$ cat config.mk
export PLATFORM = sky130hd
export DESIGN_NAME = i2c_master_register_transfer_flat
export DESIGN_NICKNAME = d
export VERILOG_FILES = /design/src/rtl/i2cm_pkg.sv /design/src/rtl/i2cm_if.sv /design/src/rtl/i2cm_step.sv /design/src/rtl/i2c_master_register_transfer.sv /design/src/flat_wrapper.sv
export SDC_FILE = /design/constraint.sdc
export NUM_CORES = 1
export LEC_CHECK = 0
export BUFFER_PORTS_ARGS = -buffer_cell sky130_fd_sc_hd__buf_2
export CORE_MARGIN = 2
export CORE_UTILIZATION = 55
export CTS_BUF_LIST = sky130_fd_sc_hd__clkbuf_2 sky130_fd_sc_hd__clkbuf_4 sky130_fd_sc_hd__clkbuf_8
export DETAILED_ROUTE_END_ITERATION = 8
export PLACE_DENSITY = 0.91
export SKIP_CTS_REPAIR_TIMING = 1
export SYNTH_ARGS = -nofsm -noshare
export SYNTH_HDL_FRONTEND = slang
export SYNTH_SLANG_ARGS = --single-unit
export TNS_END_PERCENT = 5
$ cat constraint.sdc
create_clock -name clk -period 3.6 [get_ports clk]
set_input_delay 0.18 -clock clk [delete_from_list [all_inputs] [get_ports clk]]
set_output_delay 0.18 -clock clk [all_outputs]
set_load 0.05 [all_outputs]
$ cat src/rtl/i2cm_pkg.sv
// Package with phase codes, operation codes and shared types of the I2C register master.
package i2cm_pkg;

  localparam int unsigned COUNT_BITS_DEF = 16;

  localparam logic [4:0] PH_IDLE     = 5'd0;
  localparam logic [4:0] PH_START    = 5'd1;
  localparam logic [4:0] PH_DEV      = 5'd2;
  localparam logic [4:0] PH_ACK_DEV  = 5'd3;
  localparam logic [4:0] PH_REGH     = 5'd4;
  localparam logic [4:0] PH_ACK_REGH = 5'd5;
  localparam logic [4:0] PH_REGL     = 5'd6;
  localparam logic [4:0] PH_ACK_REGL = 5'd7;
  localparam logic [4:0] PH_DATA     = 5'd8;
  localparam logic [4:0] PH_ACK_DATA = 5'd9;
  localparam logic [4:0] PH_RSTART   = 5'd10;
  localparam logic [4:0] PH_DEVR     = 5'd11;
  localparam logic [4:0] PH_ACK_DEVR = 5'd12;
  localparam logic [4:0] PH_RPRE     = 5'd13;
  localparam logic [4:0] PH_RECV     = 5'd14;
  localparam logic [4:0] PH_MACK     = 5'd15;
  localparam logic [4:0] PH_STOP     = 5'd16;

  localparam logic [1:0] OP_PROBE = 2'd0;
  localparam logic [1:0] OP_WRITE = 2'd1;
  localparam logic [1:0] OP_READ  = 2'd2;

  localparam logic [7:0] MSB_MASK  = 8'h80;
  localparam logic [7:0] READ_FLAG = 8'h01;

  typedef struct packed {
    logic [4:0]  phase;
    logic [3:0]  bit_index;
    logic [7:0]  shift_byte;
    logic        scl_level;
    logic [1:0]  held_op;
    logic [7:0]  held_dev;
    logic [15:0] held_reg;
    logic        held_addr_mode;
    logic        error_flag;
  } state_t;

  typedef struct packed {
    logic        start_req;
    logic [1:0]  op;
    logic [7:0]  dev_addr;
    logic [15:0] reg_addr;
    logic        addr_8bit;
    logic [15:0] byte_count;
    logic [7:0]  wdata;
    logic        sda_in;
  } req_t;

  typedef struct packed {
    logic       scl;
    logic       sda;
    logic       busy_res;
    logic       wdata_request;
    logic [7:0] rdata;
    logic       rdata_valid;
    logic       rdata_last;
    logic       done_res;
    logic       nack_error;
  } rsp_t;

endpackage

$ cat src/rtl/i2cm_if.sv
// Valid/ready channel interfaces for the request and result items.
interface i2cm_in_if;
  logic        valid;
  logic        ready;
  logic        start_req;
  logic [1:0]  op;
  logic [7:0]  dev_addr;
  logic [15:0] reg_addr;
  logic        addr_8bit;
  logic [15:0] byte_count;
  logic [7:0]  wdata;
  logic        sda_in;

  modport source (
    output valid, start_req, op, dev_addr, reg_addr, addr_8bit, byte_count, wdata, sda_in,
    input  ready
  );
  modport sink (
    input  valid, start_req, op, dev_addr, reg_addr, addr_8bit, byte_count, wdata, sda_in,
    output ready
  );
endinterface

interface i2cm_out_if;
  logic       valid;
  logic       ready;
  logic       scl;
  logic       sda;
  logic       busy_res;
  logic       wdata_request;
  logic [7:0] rdata;
  logic       rdata_valid;
  logic       rdata_last;
  logic       done_res;
  logic       nack_error;

  modport source (
    output valid, scl, sda, busy_res, wdata_request, rdata, rdata_valid, rdata_last,
           done_res, nack_error,
    input  ready
  );
  modport sink (
    input  valid, scl, sda, busy_res, wdata_request, rdata, rdata_valid, rdata_last,
           done_res, nack_error,
    output ready
  );
endinterface

$ cat src/rtl/i2cm_step.sv
// Bus sequencer next-state logic: one delay period of the I2C master per item.
module i2cm_step #(
  parameter int unsigned COUNT_BITS = i2cm_pkg::COUNT_BITS_DEF
) (
  input  i2cm_pkg::state_t        cur,
  input  logic [COUNT_BITS-1:0]   cur_left,
  input  i2cm_pkg::req_t          req,
  output i2cm_pkg::state_t        nxt,
  output logic [COUNT_BITS-1:0]   nxt_left,
  output i2cm_pkg::rsp_t          rsp
);
  import i2cm_pkg::*;

  state_t                s;
  logic [COUNT_BITS-1:0] left;
  logic [3:0]            sub;
  logic                  scl;

  always_comb begin
    s        = cur;
    left     = cur_left;
    rsp      = '0;
    rsp.sda  = 1'b1;
    rsp.busy_res = 1'b1;
    scl      = 1'b1;

    // A request is taken only while idle and only for a defined operation.
    if (cur.phase == PH_IDLE && req.start_req && req.op <= OP_READ) begin
      s.held_op        = req.op;
      s.held_dev       = req.dev_addr;
      s.held_reg       = req.reg_addr;
      s.held_addr_mode = req.addr_8bit;
      left             = req.byte_count[COUNT_BITS-1:0];
      s.error_flag     = 1'b0;
      s.phase          = PH_START;
      s.bit_index      = '0;
    end
    sub = s.bit_index;

    unique case (s.phase)
      PH_START, PH_RSTART: begin
        scl     = (sub == 4'd0) ? cur.scl_level : 1'b1;
        rsp.sda = (sub >= 4'd2) ? 1'b0 : 1'b1;
        if (sub >= 4'd2) begin
          s.bit_index = '0;
          if (s.phase == PH_START) begin
            s.phase      = PH_DEV;
            s.shift_byte = s.held_dev;
          end else begin
            s.phase      = PH_DEVR;
            s.shift_byte = s.held_dev | READ_FLAG;
          end
        end else begin
          s.bit_index = sub + 4'd1;
        end
      end
      PH_DEV, PH_REGH, PH_REGL, PH_DATA, PH_DEVR: begin
        // Data bytes load the write byte on their first period.
        if (s.phase == PH_DATA && sub == 4'd0) begin
          s.shift_byte = req.wdata;
          left         = left - COUNT_BITS'(1);
        end
        scl     = sub[0];
        rsp.sda = |(s.shift_byte & MSB_MASK);
        if (sub[0]) s.shift_byte = {s.shift_byte[6:0], 1'b0};
        if (sub == 4'd15) begin
          s.phase     = s.phase + 5'd1;
          s.bit_index = '0;
        end else begin
          s.bit_index = sub + 4'd1;
        end
      end
      PH_ACK_DEV, PH_ACK_REGH, PH_ACK_REGL, PH_ACK_DATA, PH_ACK_DEVR: begin
        scl     = (sub == 4'd1);
        rsp.sda = 1'b1;
        if (sub == 4'd1 && req.sda_in) s.error_flag = 1'b1;
        if (sub < 4'd2) begin
          s.bit_index = sub + 4'd1;
        end else begin
          s.bit_index = '0;
          if (s.error_flag) begin
            s.phase = PH_STOP;
          end else if (s.phase == PH_ACK_DEV) begin
            if (s.held_op == OP_PROBE) begin
              s.phase = PH_STOP;
            end else if (s.held_addr_mode) begin
              s.phase      = PH_REGL;
              s.shift_byte = s.held_reg[7:0];
            end else begin
              s.phase      = PH_REGH;
              s.shift_byte = s.held_reg[15:8];
            end
          end else if (s.phase == PH_ACK_REGH) begin
            s.phase      = PH_REGL;
            s.shift_byte = s.held_reg[7:0];
          end else if (s.phase == PH_ACK_DEVR) begin
            s.phase = PH_RPRE;
          end else if (s.phase == PH_ACK_REGL && s.held_op == OP_READ) begin
            s.phase = PH_RSTART;
          end else if (s.held_op == OP_WRITE && left != '0) begin
            s.phase           = PH_DATA;
            rsp.wdata_request = 1'b1;
          end else begin
            s.phase = PH_STOP;
          end
        end
      end
      PH_RPRE: begin
        scl          = 1'b0;
        rsp.sda      = 1'b1;
        s.phase      = PH_RECV;
        s.bit_index  = '0;
        s.shift_byte = '0;
      end
      PH_RECV: begin
        scl     = sub[0];
        rsp.sda = 1'b1;
        if (sub[0]) s.shift_byte = {s.shift_byte[6:0], req.sda_in};
        if (sub == 4'd15) begin
          // A zero-length read still clocks in one byte but does not report it.
          if (left != '0) begin
            rsp.rdata_valid = 1'b1;
            rsp.rdata       = s.shift_byte;
            rsp.rdata_last  = (left == COUNT_BITS'(1));
            left            = left - COUNT_BITS'(1);
          end
          s.phase     = PH_MACK;
          s.bit_index = '0;
        end else begin
          s.bit_index = sub + 4'd1;
        end
      end
      PH_MACK: begin
        scl     = (sub == 4'd1);
        rsp.sda = (sub < 4'd2 && left != '0) ? 1'b0 : 1'b1;
        if (sub < 4'd2) begin
          s.bit_index = sub + 4'd1;
        end else begin
          s.bit_index = '0;
          s.phase     = (left != '0) ? PH_RPRE : PH_STOP;
        end
      end
      PH_STOP: begin
        scl     = (sub == 4'd0) ? cur.scl_level : 1'b1;
        rsp.sda = (sub >= 4'd2) ? 1'b1 : 1'b0;
        if (sub >= 4'd2) begin
          rsp.done_res   = 1'b1;
          rsp.nack_error = s.error_flag;
          s.phase        = PH_IDLE;
          s.bit_index    = '0;
        end else begin
          s.bit_index = sub + 4'd1;
        end
      end
      default: begin
        s.phase      = PH_IDLE;
        s.bit_index  = '0;
        scl          = cur.scl_level;
        rsp.sda      = 1'b1;
        rsp.busy_res = 1'b0;
      end
    endcase

    s.scl_level = scl;
    rsp.scl     = scl;
    nxt         = s;
    nxt_left    = left;
  end

endmodule

$ cat src/rtl/i2c_master_register_transfer.sv
// Top level of the I2C register transfer master with its result skid stage.
//
// Each item on in_ch stands for one bus delay period: it carries the request
// fields (sampled only when a transaction may start), the write byte and the
// SDA level sensed during that period. For every accepted item exactly one
// result item leaves on out_ch, holding the SCL/SDA levels to drive for that
// period together with busy, write-byte request, received byte and done flags.
// The sequencer state updates at the edge that accepts the item, and its result
// goes into the result register, or into the second one while out_ch stalls.
// Throughput is one item per cycle while in_ch.ready is high; the whole period
// step is a single pass of the sequencer next-state logic.
// When out_ch stalls, a second result register absorbs one more item, and
// in_ch.ready drops only while that register is full, so no result is lost
// or repeated. Reset (rst_n low, synchronous) returns the sequencer to idle
// with SCL released and empties both result registers.
module i2c_master_register_transfer #(
  parameter int unsigned COUNT_BITS = i2cm_pkg::COUNT_BITS_DEF
) (
  input  logic       clk,
  input  logic       rst_n,
  i2cm_in_if.sink    in_ch,
  i2cm_out_if.source out_ch
);
  import i2cm_pkg::*;

  state_t                st_r;
  state_t                st_nxt;
  logic [COUNT_BITS-1:0] left_r;
  logic [COUNT_BITS-1:0] left_nxt;
  req_t                  req;
  rsp_t                  rsp;
  rsp_t                  main_r;
  rsp_t                  skid_r;
  logic                  main_valid_r;
  logic                  skid_valid_r;
  logic                  in_fire;
  logic                  out_fire;

  assign req.start_req  = in_ch.start_req;
  assign req.op         = in_ch.op;
  assign req.dev_addr   = in_ch.dev_addr;
  assign req.reg_addr   = in_ch.reg_addr;
  assign req.addr_8bit  = in_ch.addr_8bit;
  assign req.byte_count = in_ch.byte_count;
  assign req.wdata      = in_ch.wdata;
  assign req.sda_in     = in_ch.sda_in;

  i2cm_step #(
    .COUNT_BITS (COUNT_BITS)
  ) u_step (
    .cur      (st_r),
    .cur_left (left_r),
    .req      (req),
    .nxt      (st_nxt),
    .nxt_left (left_nxt),
    .rsp      (rsp)
  );

  assign in_ch.ready = !skid_valid_r;
  assign in_fire     = in_ch.valid && !skid_valid_r;
  assign out_fire    = main_valid_r && out_ch.ready;

  always_ff @(posedge clk) begin
    if (!rst_n) begin
      st_r   <= '{phase: PH_IDLE, bit_index: 4'd0, shift_byte: 8'd0, scl_level: 1'b1,
                  held_op: OP_PROBE, held_dev: 8'd0, held_reg: 16'd0,
                  held_addr_mode: 1'b1, error_flag: 1'b0};
      left_r <= '0;
    end else if (in_fire) begin
      st_r   <= st_nxt;
      left_r <= left_nxt;
    end
  end

  always_ff @(posedge clk) begin
    if (!rst_n) begin
      main_valid_r <= 1'b0;
      skid_valid_r <= 1'b0;
    end else begin
      if (!main_valid_r || out_fire) begin
        if (skid_valid_r) begin
          main_valid_r <= 1'b1;
          skid_valid_r <= 1'b0;
        end else begin
          main_valid_r <= in_fire;
        end
      end else if (in_fire) begin
        skid_valid_r <= 1'b1;
      end
    end
  end

  always_ff @(posedge clk) begin
    if (!main_valid_r || out_fire) begin
      main_r <= skid_valid_r ? skid_r : rsp;
    end
    if (in_fire && main_valid_r && !out_fire) begin
      skid_r <= rsp;
    end
  end

  assign out_ch.valid         = main_valid_r;
  assign out_ch.scl           = main_r.scl;
  assign out_ch.sda           = main_r.sda;
  assign out_ch.busy_res      = main_r.busy_res;
  assign out_ch.wdata_request = main_r.wdata_request;
  assign out_ch.rdata         = main_r.rdata;
  assign out_ch.rdata_valid   = main_r.rdata_valid;
  assign out_ch.rdata_last    = main_r.rdata_last;
  assign out_ch.done_res      = main_r.done_res;
  assign out_ch.nack_error    = main_r.nack_error;

endmodule
$ cat src/flat_wrapper.sv
// flat-port wrapper written by rule: the top's interface ports become plain ports
module i2c_master_register_transfer_flat import i2cm_pkg::*;
#(
  parameter int unsigned COUNT_BITS = i2cm_pkg::COUNT_BITS_DEF
)
  (clk, rst_n, in_ch_valid, in_ch_start_req, in_ch_op, in_ch_dev_addr, in_ch_reg_addr, in_ch_addr_8bit, in_ch_byte_count, in_ch_wdata, in_ch_sda_in, in_ch_ready, out_ch_valid, out_ch_scl, out_ch_sda, out_ch_busy_res, out_ch_wdata_request, out_ch_rdata, out_ch_rdata_valid, out_ch_rdata_last, out_ch_done_res, out_ch_nack_error, out_ch_ready);
  i2cm_in_if in_ch_i ();
  i2cm_out_if out_ch_i ();
  input  logic clk;
  input  logic rst_n;
  input wire logic [$bits(in_ch_i.valid)-1:0] in_ch_valid;
  input wire logic [$bits(in_ch_i.start_req)-1:0] in_ch_start_req;
  input wire logic [$bits(in_ch_i.op)-1:0] in_ch_op;
  input wire logic [$bits(in_ch_i.dev_addr)-1:0] in_ch_dev_addr;
  input wire logic [$bits(in_ch_i.reg_addr)-1:0] in_ch_reg_addr;
  input wire logic [$bits(in_ch_i.addr_8bit)-1:0] in_ch_addr_8bit;
  input wire logic [$bits(in_ch_i.byte_count)-1:0] in_ch_byte_count;
  input wire logic [$bits(in_ch_i.wdata)-1:0] in_ch_wdata;
  input wire logic [$bits(in_ch_i.sda_in)-1:0] in_ch_sda_in;
  output wire logic [$bits(in_ch_i.ready)-1:0] in_ch_ready;
  output wire logic [$bits(out_ch_i.valid)-1:0] out_ch_valid;
  output wire logic [$bits(out_ch_i.scl)-1:0] out_ch_scl;
  output wire logic [$bits(out_ch_i.sda)-1:0] out_ch_sda;
  output wire logic [$bits(out_ch_i.busy_res)-1:0] out_ch_busy_res;
  output wire logic [$bits(out_ch_i.wdata_request)-1:0] out_ch_wdata_request;
  output wire logic [$bits(out_ch_i.rdata)-1:0] out_ch_rdata;
  output wire logic [$bits(out_ch_i.rdata_valid)-1:0] out_ch_rdata_valid;
  output wire logic [$bits(out_ch_i.rdata_last)-1:0] out_ch_rdata_last;
  output wire logic [$bits(out_ch_i.done_res)-1:0] out_ch_done_res;
  output wire logic [$bits(out_ch_i.nack_error)-1:0] out_ch_nack_error;
  input wire logic [$bits(out_ch_i.ready)-1:0] out_ch_ready;
  assign in_ch_i.valid = in_ch_valid;
  assign in_ch_i.start_req = in_ch_start_req;
  assign in_ch_i.op = in_ch_op;
  assign in_ch_i.dev_addr = in_ch_dev_addr;
  assign in_ch_i.reg_addr = in_ch_reg_addr;
  assign in_ch_i.addr_8bit = in_ch_addr_8bit;
  assign in_ch_i.byte_count = in_ch_byte_count;
  assign in_ch_i.wdata = in_ch_wdata;
  assign in_ch_i.sda_in = in_ch_sda_in;
  assign in_ch_ready = in_ch_i.ready;
  assign out_ch_valid = out_ch_i.valid;
  assign out_ch_scl = out_ch_i.scl;
  assign out_ch_sda = out_ch_i.sda;
  assign out_ch_busy_res = out_ch_i.busy_res;
  assign out_ch_wdata_request = out_ch_i.wdata_request;
  assign out_ch_rdata = out_ch_i.rdata;
  assign out_ch_rdata_valid = out_ch_i.rdata_valid;
  assign out_ch_rdata_last = out_ch_i.rdata_last;
  assign out_ch_done_res = out_ch_i.done_res;
  assign out_ch_nack_error = out_ch_i.nack_error;
  assign out_ch_i.ready = out_ch_ready;
  i2c_master_register_transfer #(.COUNT_BITS(COUNT_BITS)) u_core (.clk(clk), .rst_n(rst_n), .in_ch(in_ch_i), .out_ch(out_ch_i));
endmodule
### After elaboration in Yosys (flattened, before gate mapping)

Cells that the tools add are included.

| storage, ports and cells | value |
|---|---|
| flip-flop bits (word level) | 96 |
| input bits | 57 |
| output and inout bits | 18 |
| logic and storage cells | 156 |

| cells by class | value |
|---|---|
| mux-type cells | 64 |
| bitwise logic cells | 1 |
| $add $sub $neg | 3 |
| reduce and logical (&&, ||, !) cells | 29 |
| magnitude comparators | 3 |
| equal/unequal tests | 26 |

Operators with widths:

| operator | count |
|---|---|
| 16-bit two-way mux | 5 |
| 8-bit two-way mux | 10 |
| 5-bit two-way mux | 14 |
| 9-bit case mux with 7 select lines | 1 |
| 5-bit by 4-bit equality test with 1-bit output (second input constant) | 8 |
| 8-bit case mux with 5 select lines | 1 |
| 16-bit case mux with 2 select lines | 1 |
| 10-bit two-way mux | 3 |
| 28-bit two-way mux | 1 |
| 5-bit by 3-bit equality test with 1-bit output (second input constant) | 4 |
| 1-bit two-way mux | 18 |
| 16-bit by 1-bit equality test with 1-bit output (second input constant) | 1 |
| 4-bit two-way mux | 4 |
| 16-bit nonzero test | 1 |
| 16-bit OR reduction | 1 |
| 16-bit by 1-bit subtractor with 16-bit output (second input constant) | 1 |
| 6-bit OR reduction | 2 |
| 1-bit logical AND | 11 |
| 5-bit by 2-bit equality test with 1-bit output (second input constant) | 2 |
| 5-bit OR reduction | 2 |
| 9-bit two-way mux | 1 |
| 1-bit case mux with 4 select lines | 2 |
| 7-bit AND reduction | 1 |
| 2-bit two-way mux | 3 |
| other kinds (22) | 28 |

### Depth between registers and ports, before layout

Gate-level depths: netlist of the first run.

| depth | value |
|---|---|
| word-level depth | 15 |
| gate-level depth with buffers | 17 |
| gate-level depth less buffers | 13 |

### Modules after synthesis

A second synthesis of the first run with hierarchy kept.

| unflattened totals | value |
|---|---|
| cell total of the unflattened synthesis | 827 |
| area, all modules | 6,765.2 um2 |

By module, submodules not included:

| module | times used | cells an instance | area each (um2) |
|---|---|---|---|
| i2c_master_register_transfer | 1 | 328 | 3,776.1 |
| i2cm_step | 1 | 499 | 2,989.1 |

### Least setup slack after synthesis of the first run

Ideal clock, no wire load.

| path | value |
|---|---|
| path kind | register to register |
| start point | reg u_core.st_r[41] (netlist bit) |
| end point | reg u_core.left_r[4] |
| arrival | 3,756 ps |
| period minus slack after synthesis | 3,851 ps |
| required time | 3,505 ps |
| buffers on the path | 3 |
| cell stages (with the launch flop) | 15 |
| slack | -251 ps |
| cell sequence | dfxtp_1 or3b_1 buf_6 nor3_4 clkbuf_1 buf_2 mux2i_1 ha_1 or3b_2 nor2_1 mux2_2 a21oi_4 o211a_1 a31o_2 a221oi_1 |

| on the way | value |
|---|---|
| word-level cells in the longest chain between the ends | 8 |
| elaborated cells on any way between the ends | 21 |

Ends and longest elaborated chain:

| what | line | source |
|---|---|---|
| from (decl) | i2c_master_register_transfer.sv:26 | `state_t st_r;` |
| from (signal assigned) | i2c_master_register_transfer.sv:65 | `st_r <= '{phase: PH_IDLE, bit_index: 4'd0, shift_byte: 8'd0, scl_level: 1'b1,` |
| from (signal assigned) | i2c_master_register_transfer.sv:70 | `st_r <= st_nxt;` |
| 5-bit zero test | i2cm_step.sv:28 | `if (cur.phase == PH_IDLE && req.start_req && req.op <= OP_READ) begin` |
| 1-bit logical AND (2 in a row) | i2cm_step.sv:28 |  |
| 16-bit two-way mux or 9-bit two-way mux (tied branches) | i2cm_step.sv:28 |  |
| 16-bit by 1-bit subtractor with 16-bit output, or another cell as far along | i2cm_step.sv:61, i2cm_step.sv:125 |  |
| 16-bit two-way mux or 1-bit logical AND (tied branches) | i2cm_step.sv:121, i2cm_step.sv:59 |  |
| 16-bit two-way mux, on equally long branches | i2cm_step.sv:119, i2cm_step.sv:59 |  |
| 16-bit case mux with 2 select lines (*) | i2cm_step.sv:40 | `unique case (s.phase)` |
| to (signal assigned) | i2c_master_register_transfer.sv:71 | `left_r <= left_nxt;` |
| to (decl) | i2c_master_register_transfer.sv:28 | `logic [COUNT_BITS-1:0] left_r;` |

Mark *: on every way between the ends. The rest lies on a longest branch, timed or not.
A chain may end at the register's enable or synchronous reset.

==> results, run 1 <==
- In this run the static leakage power is 2.79 nW.
- The worst relative slew slack is 0.416.
- STA puts the critical path data arrival time at 3.57 ns.
- Before CTS, the worst setup slack after placement is 0.0734 ns.
- In the final design database the tool counted 898 nets.
- The CTS sink count is 96.
- The final wirelength is 17.7 mm.
- The number of H-tree levels is 3.
- The worst-path cell with the longest stage delay is sky130_fd_sc_hd__nor4b_1.
- The library cells used most frequently in the layout, excluding fill and tap cells, are 130 x sky130_fd_sc_hd__nand2_1, 74 x sky130_fd_sc_hd__buf_2, 64 x sky130_fd_sc_hd__dfxtp_1.
- In this run the mean area of a mapped cell was 8.20 um^2.
- The final design utilization is 0.648.
- For this run, the slowest stage of the critical path takes 0.48 ns.
- The number of antenna violations at the first check in global routing was 0.
- The class of the tightest hold or removal check is in -> reg.
- The number of nets in the synthesized netlist is 829.
- The maximum number of pins on one net before global-route repair is 51.
- The maximum number of buffers from clock root to sink is 2.
- The core region is 10900 um^2.
- Yosys mapped the design onto 77 distinct sky130hd cell types.
- The number of enable flip-flop cells after synthesis is 32.
- Static timing analysis puts the maximum clock frequency at 292 MHz.
- The post-route clock period utilization is 0.951.
- The transition time of the tightest slew-check pin is 0.877 ns.
- Leaving out fill and tap cells, the most frequent cell in the layout is sky130_fd_sc_hd__nand2_1.
- The floorplan step defined a die boundary enclosing 12200 um^2.
- 75 I/O pins were placed.
- The first global-routing pass estimated 29.1 mm of wire.
- In this design, the largest share of critical-path delay is due to simple AND/OR/NAND/NOR gates.
- CTS placed an instance of sky130_fd_sc_hd__clkbuf_8 at the clock tree root.
- Hold is met by 0.0340 ns.
- The count of input and output buffers is 74.
- The proportion of layout cells with a drive suffix above 1 is 0.216.
- The number of antenna diodes in the final layout is 0.
- In the routed design, unresolved DRC markers number 0.
- In the global route stage, overall resource usage came out at 0.288.
- The remaining antenna violation count is 0.
- The worst setup path is launched from a flop.
- The run finished with clean final reports.
- Traced cell by cell, the critical path runs through buf_4, nor3b_2, nand3_2, nand2b_1, inv_1, ha_1, nor4b_1, a311oi_2, a21oi_1, nand4_1, mux2_2.
- From bottom edge to top edge, the die measures 110 um.
- Clock-pin slew was measured on the worst setup and hold paths at 0.09 ns.
- The HPWL after detailed placement is 12.6 mm.
- The post-synthesis to final-layout area growth is 13.7%.
- The setup TNS after final layout is 0 ns.
- The power density over cell area is 357 nW/um^2.
- The pre-antenna-repair detailed-routing pass consisted of 5 iterations.
- Data on the critical path is required at its endpoint by 3.75 ns.
- The minimum clock period is 3.43 ns.
- The detailed router finished its first iteration with 648 violations.
- The number of buffer and inverter instances along the worst setup path is 2.
- The average wire per standard cell is 18.2 um.
- For this run, asynchronously set or reset flops after synthesis account for 0.
- The worst-case setup margin in the final layout is 0.175 ns.
- The number of filler instances in the final layout is 964.
- The number of max-cap violations is 0.
- In this run, CTS created clock tree buffers numbering 9.
- The via count of the first global-routing pass was 5870.
- The final count of negative-setup-slack endpoints is 0.
- The remaining global-route overflow is 0.
- The initial utilization of the core area, before any placement, comes to 0.570.
- TritonCTS built the clock tree.
- Among all flip-flop cells after synthesis, the most frequent one is sky130_fd_sc_hd__dfxtp_1.
- STA classifies the critical path endpoint as a flop.
- Clock latency on the worst-skew pair, taken at its later pin, is 0.38 ns.
- In this run the core area contains 38 standard-cell rows.
- IR analysis of the VDD net gives a maximum drop of 0.217 mV.
- The final-report max-slew violation count is 0.
- The via density per instance is 6.54.
- The congestion estimate from routability-driven global placement came to 1.03.
- The portion of the post-synthesis area used by sequential elements is 0.360.
- The type of the setup path with the least slack is reg -> reg.
- The count of mapped cells out of synthesis is 760.
- Summing all flip-flop and latch instances after layout gives 2240 um^2.
- Yosys printed 0 warnings.
- The die span in x is 110 um.
- In the final layout, the multi-input gates occupy 3750 um^2.
- In this run the worst path has a maximum fanout of 9.
- Across the routed clock network, the largest skew measured is 0.0103 ns.
- The detailed router placed 6360 vias in this run.
- The register bit count reported by yosys is 96.
- Summing every instance area after synthesis gives 6230 um^2.
- The count of final hold-check violations is 0.
==> state kept, by name, summed over array words and instances, names as in the netlist, 8 cells and up <==
register,flops
u_core.out_ch.rdata,8
u_core.skid_r,16
u_core.st_r,46
u_core.left_r,16
==> worst paths after layout <==
check,start,end,slack (ns),depth (start not counted)
setup / recovery,u_core.st_r[42],u_core.out_ch.busy_res,0.17,11
hold / removal,in_ch_reg_addr[12],u_core.st_r[14],0.03,3
hold reg to reg,u_core.st_r[14],u_core.st_r[14],0.45,2
setup reg to reg,u_core.st_r[42],u_core.out_ch.busy_res,0.17,11
==> where the power goes <==
group | internal (mW) | total [mW] | switching [mW]
Sequential | 1.17 | 1.21 | 0.0337
Clock | 0.343 | 0.739 | 0.396
Combinational | 0.208 | 0.586 | 0.378
==> metrics by stage <==
stage | area (um^2) | power [mW] | instances
after global placement | 6850 | 1.79 | 957
after floorplan | 6260 | 1.62 | 760
after global routing | 7080 | 2.64 | 973
after detailed placement | 6850 | 1.79 | 957
after CTS | 7050 | 2.52 | 972
final | 7080 | 2.53 | 973
==> worst reg2reg max path, stage by stage (launching register included) <==
cell and delay [ns]:
sky130_fd_sc_hd__dfxtp_1 0.32, sky130_fd_sc_hd__buf_4 0.16, sky130_fd_sc_hd__nor3b_2 0.23, sky130_fd_sc_hd__nand3_2 0.11, sky130_fd_sc_hd__nand2b_1 0.13, sky130_fd_sc_hd__inv_1 0.11, sky130_fd_sc_hd__ha_1 0.36, sky130_fd_sc_hd__nor4b_1 0.48
sky130_fd_sc_hd__a311oi_2 0.19, sky130_fd_sc_hd__a21oi_1 0.34, sky130_fd_sc_hd__nand4_1 0.36, sky130_fd_sc_hd__mux2_2 0.39
==> cell type report <==
class	count	share of cell area
clock inverter	4	0.00742
multi-input combinational	594	0.530
clock buffer	11	0.0201
tap	140	0.0247
sequential	96	0.317
timing repair buffer	112	0.0926
inverter	16	0.00848
==> cell usage after synthesis, types with 3 or more instances <==
library cell	instances	area, um^2
sky130_fd_sc_hd__a31o_2	3	26.3
sky130_fd_sc_hd__o31ai_1	12	90.1
sky130_fd_sc_hd__a221oi_1	7	61.3
sky130_fd_sc_hd__o211ai_1	6	45.0
sky130_fd_sc_hd__and3_1	23	144
sky130_fd_sc_hd__and2_1	4	25.0
sky130_fd_sc_hd__a21boi_0	3	22.5
sky130_fd_sc_hd__a22oi_1	10	75.1
sky130_fd_sc_hd__a21oi_1	60	300
sky130_fd_sc_hd__a311oi_1	3	26.3
sky130_fd_sc_hd__nor2b_1	3	18.8
sky130_fd_sc_hd__or4_1	7	52.6
sky130_fd_sc_hd__clkbuf_1	40	150
sky130_fd_sc_hd__a211oi_1	7	52.6
sky130_fd_sc_hd__a31oi_1	9	56.3
sky130_fd_sc_hd__edfxtp_1	32	961
sky130_fd_sc_hd__o21ai_0	24	120
sky130_fd_sc_hd__ha_1	12	150
sky130_fd_sc_hd__a32o_1	8	80.1
sky130_fd_sc_hd__mux2_2	24	270
sky130_fd_sc_hd__nand2b_1	4	25.0
sky130_fd_sc_hd__clkinv_1	3	11.3
sky130_fd_sc_hd__nand3b_1	4	30.0
sky130_fd_sc_hd__buf_2	9	45.0
sky130_fd_sc_hd__nor4_1	9	56.3
sky130_fd_sc_hd__nand4_1	8	50.1
sky130_fd_sc_hd__nor2_1	48	180
sky130_fd_sc_hd__buf_1	4	15.0
sky130_fd_sc_hd__inv_1	13	48.8
sky130_fd_sc_hd__nor3_1	28	140
sky130_fd_sc_hd__or3_1	12	75.1
sky130_fd_sc_hd__nand3_1	38	190
sky130_fd_sc_hd__o31a_1	5	43.8
sky130_fd_sc_hd__nor4b_1	4	35.0
sky130_fd_sc_hd__nor3b_1	5	37.5
sky130_fd_sc_hd__mux2i_1	18	180
sky130_fd_sc_hd__dfxtp_1	64	1280
sky130_fd_sc_hd__nand2_1	131	492
sky130_fd_sc_hd__o22ai_1	3	18.8
==> routing by layer <==
metal / part of all wire / global-route usage
met1: 0.41 / 0.390
met2: 0.46 / 0.455
met3: 0.096 / 0.0521
met4: 0.035 / 0.121
met5: 0 / 0
==> logic make-up (layout without fill, tap and decap cells) <==
logic type	after synthesis	in the layout	synth area share
multiplexers	43	43	0.0759
adder cells (fa/ha/maj)	12	12	0.0241
buffers and inverters	70	143	0.0452
AO/OA/AOI/OAI	195	195	0.219
XOR/XNOR	2	2	0.00281
flip-flops	96	96	0.360
AND/OR/NAND/NOR	342	342	0.273
Power figures use the tool's default switching activity.
==> run 2, diff against run 1 <==
Settings changed: GPL_TIMING_DRIVEN from default to 0.
==> results, run 2 (same netlist as run 1, synthesis figures left out) <==
- Status: finished with violations (was complete, no violations).
- The final reports fail on setup timing.
- The effective utilization at floorplan is 0.570 (unchanged).
- The most common library cell in the layout ignoring fill and taps is sky130_fd_sc_hd__nand2_1 (unchanged).
- The final clock skew is 0.0146 ns (was 0.0103 ns).
- The post-synthesis to final-layout area growth is 19.7% (was 13.7%).
- The category of the worst setup path launch point is a flop (unchanged).
- The register bank with the most flops is u_core.st_r (unchanged).
- The cell-internal power was 1.81 mW (was 1.72 mW).
- Leading registers by flop count: u_core.st_r x46, u_core.left_r x16, u_core.skid_r x16 (unchanged).
- The achievable clock frequency came to 273 MHz (was 292 MHz).
- The power density over cell area is 359 nW/um^2 (was 357 nW/um^2).
- The number of filler instances in the final layout is 884 (was 964).
- The average wire per standard cell is 20.3 um (was 18.2 um).
- The net switching component of the power is 0.867 mW (was 0.807 mW).
- The number of vias after detailed routing is 6653 (was 6360).
- The type of destination of the critical path is a flop (unchanged).
- The weighted congestion reported at the end of routability-driven placement is 0.992 (was 1.03).
- The arrival time of the worst setup path is 3.94 ns (was 3.57 ns).
- The final-report max-slew violation count is 0 (unchanged).
- The number of diodes added for antenna fixing is 0 (unchanged).
- The die span in x was 110 um (unchanged).
- The final count of negative-setup-slack endpoints is 3 (was 0).
- The clock network power share came to 0.305 (was 0.292).
- The final net count came to 926 (was 898).
- The number of buffers added by the clock tree synthesis step is 9 (unchanged).
- Most frequent cells in the layout: 129 x sky130_fd_sc_hd__nand2_1, 81 x sky130_fd_sc_hd__buf_2, 60 x sky130_fd_sc_hd__dfxtp_1 (was 130 x sky130_fd_sc_hd__nand2_1, 74 x sky130_fd_sc_hd__buf_2, 64 x sky130_fd_sc_hd__dfxtp_1).
- The maximum vdd drop came to 0.283 mV (was 0.217 mV).
- The instance count after placement with tap cells included came to 974 (was 957).
- The worst reg-to-reg setup slack was -0.06 ns (was 0.17 ns).
- The via density per instance is 6.64 (was 6.54).
- The die footprint was 12200 um^2 (unchanged).
- The highest net fanout along the worst path was 7 (was 9).
- The final design utilization was 0.682 (was 0.648).
- The worst-case setup slack after placement is -1.55 ns (was 0.0734 ns).
- The clock root buffer is sky130_fd_sc_hd__clkbuf_8 (unchanged).
- The transition time of the tightest slew-check pin is 1.22 ns (was 0.877 ns).
- Setup repair after global routing could not meet its margin everywhere.
- The final wirelength is 20.4 mm (was 17.7 mm).
- The number of max-cap violations is 0 (unchanged).
- The clock slew seen by the registers of the worst setup and hold paths was 0.10 ns (was 0.09 ns).
- The worst-skew pair later-pin latency is 0.38 ns (about the same).
- The worst relative slew slack was 0.181 (was 0.416).
- The number of top-level pins is 75 (unchanged).
- The switching portion of total power came to 0.324 (was 0.319).
- The type of the setup path with the least slack was reg -> reg (unchanged).
- The remaining global-route overflow is 0 (unchanged).
- The class of the tightest hold or removal check was in -> reg (unchanged).
- The residual DRC count is 0 (unchanged).
- The number of flip-flops in the largest register is 46 (unchanged).
- The overall power after layout is 2.68 mW (was 2.53 mW).
- The number of iterations in the first detailed-routing pass came to 6 (was 5).
- The minimum clock period came to 3.66 ns (was 3.43 ns).
- The number of antenna violations at the first check in global routing was 0 (unchanged).
- The storage element area came to 2250 um^2 (was 2240 um^2).
- The number of violations reported at the end of detailed-routing iteration 0 is 923 (was 648).
- The maximum number of pins on one net before global-route repair is 20 (was 51).
- The worst-case setup margin in the final layout was -0.0611 ns (was 0.175 ns).
- The multi-input gate area in the final layout is 4000 um^2 (was 3750 um^2).
- The combinational cell fraction of total power is 0.243 (was 0.231).
- The count of input and output buffers was 74 (unchanged).
- The count of final hold-check violations was 0 (unchanged).
- The total routing resource utilization after global routing is 0.316 (was 0.288).
- The height of the die is 110 um (unchanged).
- The via count of the first global-routing pass came to 6041 (was 5870).
- The number of H-tree levels is 3 (unchanged).
- The post-route clock period utilization is 1.02 (was 0.951).
- The standby leakage power is 2.86 nW (was 2.79 nW).
- The post-place instance area came to 6810 um^2 (was 6850 um^2).
- The proportion of layout cells with a drive suffix above 1 came to 0.244 (was 0.216).
- The data required time of the worst path is 3.88 ns (was 3.75 ns).
- The maximum number of buffers from clock root to sink is 2 (unchanged).
- The number of placement rows was 38 (unchanged).
- The share of total power in sequential cells is 0.451 (was 0.477).
- The count of placed standard cells in the final layout, fillers left out is 1002 (was 973).
- The first-pass GRT wire length is 31.4 mm (was 29.1 mm).
- The HPWL after detailed placement is 14.7 mm (was 12.6 mm).
- The CTS sink count came to 96 (unchanged).
- The remaining antenna violation count came to 0 (unchanged).
- The area of the core region came to 10900 um^2 (unchanged).
- The post-route cell area is 7450 um^2 (was 7080 um^2).
- The TritonCTS clock tree is yes (unchanged).
-- run 2: cell count changes in the layout (fill, tap and decap cells not counted), moves of 4 or more --
cell                       delta
sky130_fd_sc_hd__o21ai_0      -4
sky130_fd_sc_hd__buf_6        +5
sky130_fd_sc_hd__dfxtp_1      -4
sky130_fd_sc_hd__buf_4       -22
sky130_fd_sc_hd__ha_1         -5
sky130_fd_sc_hd__buf_2        +7
sky130_fd_sc_hd__clkbuf_1    +28
sky130_fd_sc_hd__clkbuf_4     +4
sky130_fd_sc_hd__dfxtp_2      +4
sky130_fd_sc_hd__o21ai_1      +4
-- run 2: path summary, 6_finish.rpt --
kind / start / endpoint / cells past startpoint
worst max register to register: u_core.st_r[41] / u_core.left_r[4] / 14
worst max-delay path: u_core.st_r[41] / u_core.left_r[4] / 14
worst min register to register: u_core.st_r[14] / u_core.st_r[14] / 2
worst min-delay path: in_ch_dev_addr[4] / u_core.st_r[22] / 3
-- run 2: per-layer routing --
layer,vias up,GRT usage,share of wire
li1,3039,-,-
met1,3034,0.424,0.39
met2,489,0.501,0.45
met3,91,0.0565,0.12
met4,0,0.136,0.039
met5,-,0,0
-- run 2: power groups by stage --
stage / logic (mW) / clock network (mW) / registers, mW
floorplan: 0.343 / 0 / 1.27
CTS: 0.570 / 0.820 / 1.21
finish: 0.651 / 0.818 / 1.21
global route: 0.692 / 0.864 / 1.22
detailed placement: 0.566 / 0 / 1.23
global placement: 0.561 / 0 / 1.23
-- run 2: area by class of cell --
class | count | area share
inverter | 16 | 0.00806
clock inverter | 6 | 0.0123
tap | 140 | 0.0235
clock buffer | 10 | 0.0176
multi-input combinational | 595 | 0.536
buffer | 49 | 0.0339
sequential | 96 | 0.301
timing repair buffer | 90 | 0.0668
-- run 2: critical path, cell delays in order, from the launching register on --
cell and delay [ns]:
sky130_fd_sc_hd__dfxtp_2 0.36, sky130_fd_sc_hd__or3b_1 0.40, sky130_fd_sc_hd__buf_6 0.16, sky130_fd_sc_hd__nor3_4 0.21
sky130_fd_sc_hd__buf_6 0.16, sky130_fd_sc_hd__mux2_4 0.33, sky130_fd_sc_hd__inv_2 0.09, sky130_fd_sc_hd__ha_4 0.16
sky130_fd_sc_hd__or3b_4 0.39, sky130_fd_sc_hd__nor2_1 0.13, sky130_fd_sc_hd__mux2_4 0.24, sky130_fd_sc_hd__a21oi_2 0.11
sky130_fd_sc_hd__o211a_1 0.30, sky130_fd_sc_hd__a31o_2 0.26, sky130_fd_sc_hd__a221oi_1 0.26
-- run 2: per-stage QoR --
step	setup TNS [ns]	hold slack (ns)
global placement	-63.17	0.434
finish	-0.129	0.0458
CTS	-68.16	0.0425
global route	-0.659	0.0387
detailed placement	-65.38	0.437
floorplan	-0.241	0.304
==> run 3, diff against run 2 <==
Settings changed: CORE_UTILIZATION 55 to 56, PLACE_DENSITY 0.91 to 0.92, SYNTH_HIERARCHICAL from default to 1.
==> results, run 3 <==
- The standby leakage power was 3.26 nW (was 2.86 nW).
- The final wirelength is 20.0 mm (was 20.4 mm).
- The met2 routing resource usage after global routing is 0.487 (was 0.501).
- The number of H-tree levels is 3 (unchanged).
- The number of iterations in the first detailed-routing pass is 8 (was 6).
- Most instantiated cells after synthesis: 234 x sky130_fd_sc_hd__nand2_1, 91 x sky130_fd_sc_hd__mux2i_1, 64 x sky130_fd_sc_hd__dfxtp_1 (was 131 x sky130_fd_sc_hd__nand2_1, 64 x sky130_fd_sc_hd__dfxtp_1, 60 x sky130_fd_sc_hd__a21oi_1).
- Unrepaired setup endpoints after global routing: yes (unchanged).
- The category of the worst setup path launch point is a flop (unchanged).
- The number of top-level pins is 75 (unchanged).
- The average wire per standard cell was 18.7 um (was 20.3 um).
- The number of placement rows was 40 (was 38).
- The die footprint is 13000 um^2 (was 12200 um^2).
- The clock slew seen by the registers of the worst setup and hold paths is 0.10 ns (about the same).
- The CTS sink count is 96 (unchanged).
- The total of warnings raised by yosys came to 6 (was 0).
- The launch instance of the worst register-to-register path is u_core/st_r[44] (was u_core.st_r[41]).
- The power density over cell area is 316 nW/um^2 (was 359 nW/um^2).
- The mux cell area share after synthesis was 0.171 (was 0.0759).
- The arrival time of the worst setup path is 3.89 ns (was 3.94 ns).
- The basic-gate share of the synthesized area counting and, or, nand and nor cells is 0.260 (was 0.273).
- The worst reg-to-reg setup slack came to 0.03 ns (was -0.06 ns).
- The total routing resource utilization after global routing is 0.305 (was 0.316).
- The share of total power in sequential cells was 0.478 (was 0.451).
- The remaining global-route overflow is 0 (unchanged).
- The die span in x is 114 um (was 110 um).
- The worst relative slew slack is 0.184 (was 0.181).
- The maximum vdd drop is 0.215 mV (was 0.283 mV).
- The clock root buffer is sky130_fd_sc_hd__clkbuf_8 (unchanged).
- The residual DRC count came to 0 (unchanged).
- The hold path startpoint is in_ch_reg_addr[10] (was in_ch_dev_addr[4]).
- The cell-internal power was 1.73 mW (was 1.81 mW).
- The most common library cell in the layout ignoring fill and taps is sky130_fd_sc_hd__nand2_1 (unchanged).
- The overall power after layout is 2.49 mW (was 2.68 mW).
- The type of destination of the critical path is a flop (unchanged).
- The via count of the first global-routing pass is 6204 (was 6041).
- The portion of the post-synthesis area used by sequential elements is 0.331 (was 0.360).
- The global-route track usage on met3 is 0.0611 (was 0.0565).
- The proportion of layout cells with a drive suffix above 1 came to 0.225 (was 0.244).
- The register bank with the most flops is u_core/st_r (was u_core.st_r).
- The adder and majority gate portion of the synthesized area was 0.0222 (was 0.0241).
- The class of the tightest hold or removal check is in -> reg (unchanged).
- The type of the setup path with the least slack is reg -> reg (unchanged).
- The most common cell in the synthesized netlist is sky130_fd_sc_hd__nand2_1 (unchanged).
- The setup TNS after final layout is 0 ns (was -0.129 ns).
- The count of mapped cells out of synthesis is 827 (was 760).
- The effective utilization at floorplan was 0.568 (was 0.570).
- The cell depth of the worst min-delay path is 5 (was 3).
- The height of the die was 114 um (was 110 um).
- The XOR/XNOR share of the synthesized area came to 0.0207 (was 0.00281).
- The number of antenna violations at the first check in global routing was 1 (was 0).
- The final clock skew is 0.0209 ns (was 0.0146 ns).
- The final net count is 983 (was 926).
- The library cell with the largest summed area after synthesis was sky130_fd_sc_hd__dfxtp_1 (unchanged).
- The clock network power share is 0.303 (was 0.305).
- The number of max-cap violations came to 0 (unchanged).
- The flip-flop cell with the highest count after synthesis is sky130_fd_sc_hd__dfxtp_1 (unchanged).
- The number of buffers added by the clock tree synthesis step came to 9 (unchanged).
- The number of nets in the synthesized netlist is 896 (was 829).
- The weighted congestion reported at the end of routability-driven placement is 1.02 (was 0.992).
- The maximum number of buffers from clock root to sink is 2 (unchanged).
- The post-synthesis to final-layout area growth is 16.5% (was 19.7%).
- The per-instance average area after synthesis is 8.18 um^2 (was 8.20 um^2).
- The endpoint of the worst register-to-register path is u_core/left_r[13] (was u_core.left_r[4]).
- The distinct cell type count of the synthesized netlist came to 73 (was 77).
- The number of enable flip-flop cells after synthesis is 32 (unchanged).
- The met1 track demand over resource was 0.400 (was 0.424).
- The minimum clock period is 3.57 ns (was 3.66 ns).
- The area of the core region is 11900 um^2 (was 10900 um^2).
- The worst-path cell with the longest stage delay is sky130_fd_sc_hd__or3_2 (was sky130_fd_sc_hd__or3b_1).
- The fraction of post-synthesis cell area in the top cell type by area was 0.189 (was 0.206).
- The net switching component of the power came to 0.765 mW (was 0.867 mW).
- The via density per instance was 6.27 (was 6.64).
- The maximum cell stage delay along the critical path is 0.50 ns (was 0.40 ns).
- The endpoint of the worst hold-timing path is u_core/st_r[12] (was u_core.st_r[22]).
- The combinational cell fraction of total power came to 0.219 (was 0.243).
- The switching portion of total power is 0.307 (was 0.324).
- The global-route layer with the greatest usage is met2 (unchanged).
- Largest cells by area after synthesis: sky130_fd_sc_hd__dfxtp_1 19%, sky130_fd_sc_hd__edfxtp_1 14%, sky130_fd_sc_hd__mux2i_1 13% (was sky130_fd_sc_hd__dfxtp_1 21%, sky130_fd_sc_hd__edfxtp_1 15%, sky130_fd_sc_hd__nand2_1 7.9%).
- The data required time of the worst path was 3.91 ns (was 3.88 ns).
- The fraction of the mapped netlist area in compound gates is 0.132 (was 0.219).
- The transition time of the tightest slew-check pin is 1.22 ns (about the same).
- The highest net fanout along the worst path was 19 (was 7).
- The worst-skew pair later-pin latency is 0.39 ns (was 0.38 ns).
- The number of flip-flops in the largest register is 46 (unchanged).
- The async set or reset register ratio after synthesis is 0 (unchanged).
- The register bit count reported by yosys is 96 (unchanged).
- The number of diodes added for antenna fixing is 0 (unchanged).
- The number of vias after detailed routing is 6684 (was 6653).
- The depth of the worst register-to-register path came to 15 (was 14).
- The first-pass GRT wire length is 31.2 mm (was 31.4 mm).
- The count of input and output buffers is 73 (was 74).
- Most frequent cells in the layout: 229 x sky130_fd_sc_hd__nand2_1, 90 x sky130_fd_sc_hd__mux2i_1, 86 x sky130_fd_sc_hd__buf_2 (was 129 x sky130_fd_sc_hd__nand2_1, 81 x sky130_fd_sc_hd__buf_2, 60 x sky130_fd_sc_hd__dfxtp_1).
- The maximum number of pins on one net before global-route repair was 20 (unchanged).
- Ordered cell list for the critical path: buf_6, nor3_4, nand3_4, clkbuf_4, buf_6, nand2_1, ha_1, nand4_1, nand2_2, nand4_4, or3_2, a21oi_1, xnor2_1, nand2_1, mux2i_1 (was or3b_1, buf_6, nor3_4, buf_6, mux2_4, inv_2, ha_4, or3b_4, nor2_1, mux2_4, a21oi_2, o211a_1, a31o_2, a221oi_1).
- The number of violations reported at the end of detailed-routing iteration 0 is 833 (was 923).
- The final-report max-slew violation count is 0 (unchanged).
- The achievable clock frequency is 280 MHz (was 273 MHz).
- The HPWL after detailed placement is 14.8 mm (was 14.7 mm).
- The post-route clock period utilization is 0.993 (was 1.02).
- The remaining antenna violation count is 0 (unchanged).
- The synthesized cell area is 6770 um^2 (was 6230 um^2).
- Status: complete, no violations (was finished with violations).
- The final design utilization is 0.662 (was 0.682).
- The combinational family with the most area after synthesis is simple AND/OR/NAND/NOR gates (unchanged).
- The TritonCTS clock tree was yes (unchanged).
- Leading registers by flop count: u_core/st_r x46, u_core/left_r x16, u_core/skid_r x16 (was u_core.st_r x46, u_core.left_r x16, u_core.skid_r x16).
- The count of final hold-check violations came to 0 (unchanged).
- The final count of negative-setup-slack endpoints is 0 (was 3).
## run 3: final cells by class
class,count,area (um^2)
plain buffers,49,393
clock inverters,4,53.8
flip-flops and latches,96,2250
repair buffers,82,433
well taps,147,184
inverters,19,71.3
multi-input cells,657,4350
clock buffers,12,153
fillers,1015,4030
## run 3: per-stage QoR
step / area [um^2] / setup slack [ns] / cells / hold slack [ns]
2_1_floorplan: 6770 / -0.0171 / 827 / 0.354
6_report: 7880 / 0.0257 / 1066 / 0.123
5_1_grt: 7880 / -0.0598 / 1066 / 0.137
3_3_place_gp: 7320 / -1.31 / 1047 / 0.443
3_5_place_dp: 7320 / -1.35 / 1047 / 0.451
4_1_cts: 7530 / -1.39 / 1063 / 0.111
## run 3: routing by layer
metal / part of all wire / vias up
li1: - / 3111
met1: 0.42 / 3100
met2: 0.46 / 407
met3: 0.094 / 66
met4: 0.029 / 0
met5: 0 / -
## run 3: worst max-delay path: cells and delay by family (launching register included)
| family | cells | cell delay (ns) |
|---|---|---|
| AOI/OAI and AO/OA | 1 | 0.16 |
| buffers and inverters | 3 | 0.61 |
| adders and majority gates | 1 | 0.21 |
| and+or+nand+nor | 8 | 1.89 |
| DFF | 1 | 0.33 |
| xor gates and xnor gates | 1 | 0.13 |
| muxes | 1 | 0.15 |
## run 3: worst max path at each step
stage          cells after the start             from           endpoint  slack [ns]
2_1_floorplan                     16  u_core/st_r[44]  u_core/out_ch.scl       -0.02
3_3_place_gp                      15  u_core/st_r[44]  u_core/out_ch.sda       -1.31
3_5_place_dp                      15  u_core/st_r[44]  u_core/out_ch.sda       -1.35
4_1_cts                           15  u_core/st_r[44]  u_core/out_ch.sda       -1.39
5_1_grt                           19  u_core/st_r[44]  u_core/out_ch.scl       -0.06
6_report                          15  u_core/st_r[44]  u_core/left_r[13]        0.03
## run 3: cell families after synthesis
kind of cell | Yosys count
flops | 96
fa+ha+maj | 12
compound gates | 134
simple gates | 383
mux | 112
xor+xnor | 16
buf+inv | 74
## run 3: power groups by stage
stage | logic [mW] | clock network (mW) | registers (mW)
floorplan | 0.310 | 0 | 1.25
global placement | 0.486 | 0 | 1.21
detailed placement | 0.495 | 0 | 1.22
CTS | 0.497 | 0.765 | 1.19
global route | 0.583 | 0.802 | 1.20
finish | 0.547 | 0.755 | 1.19
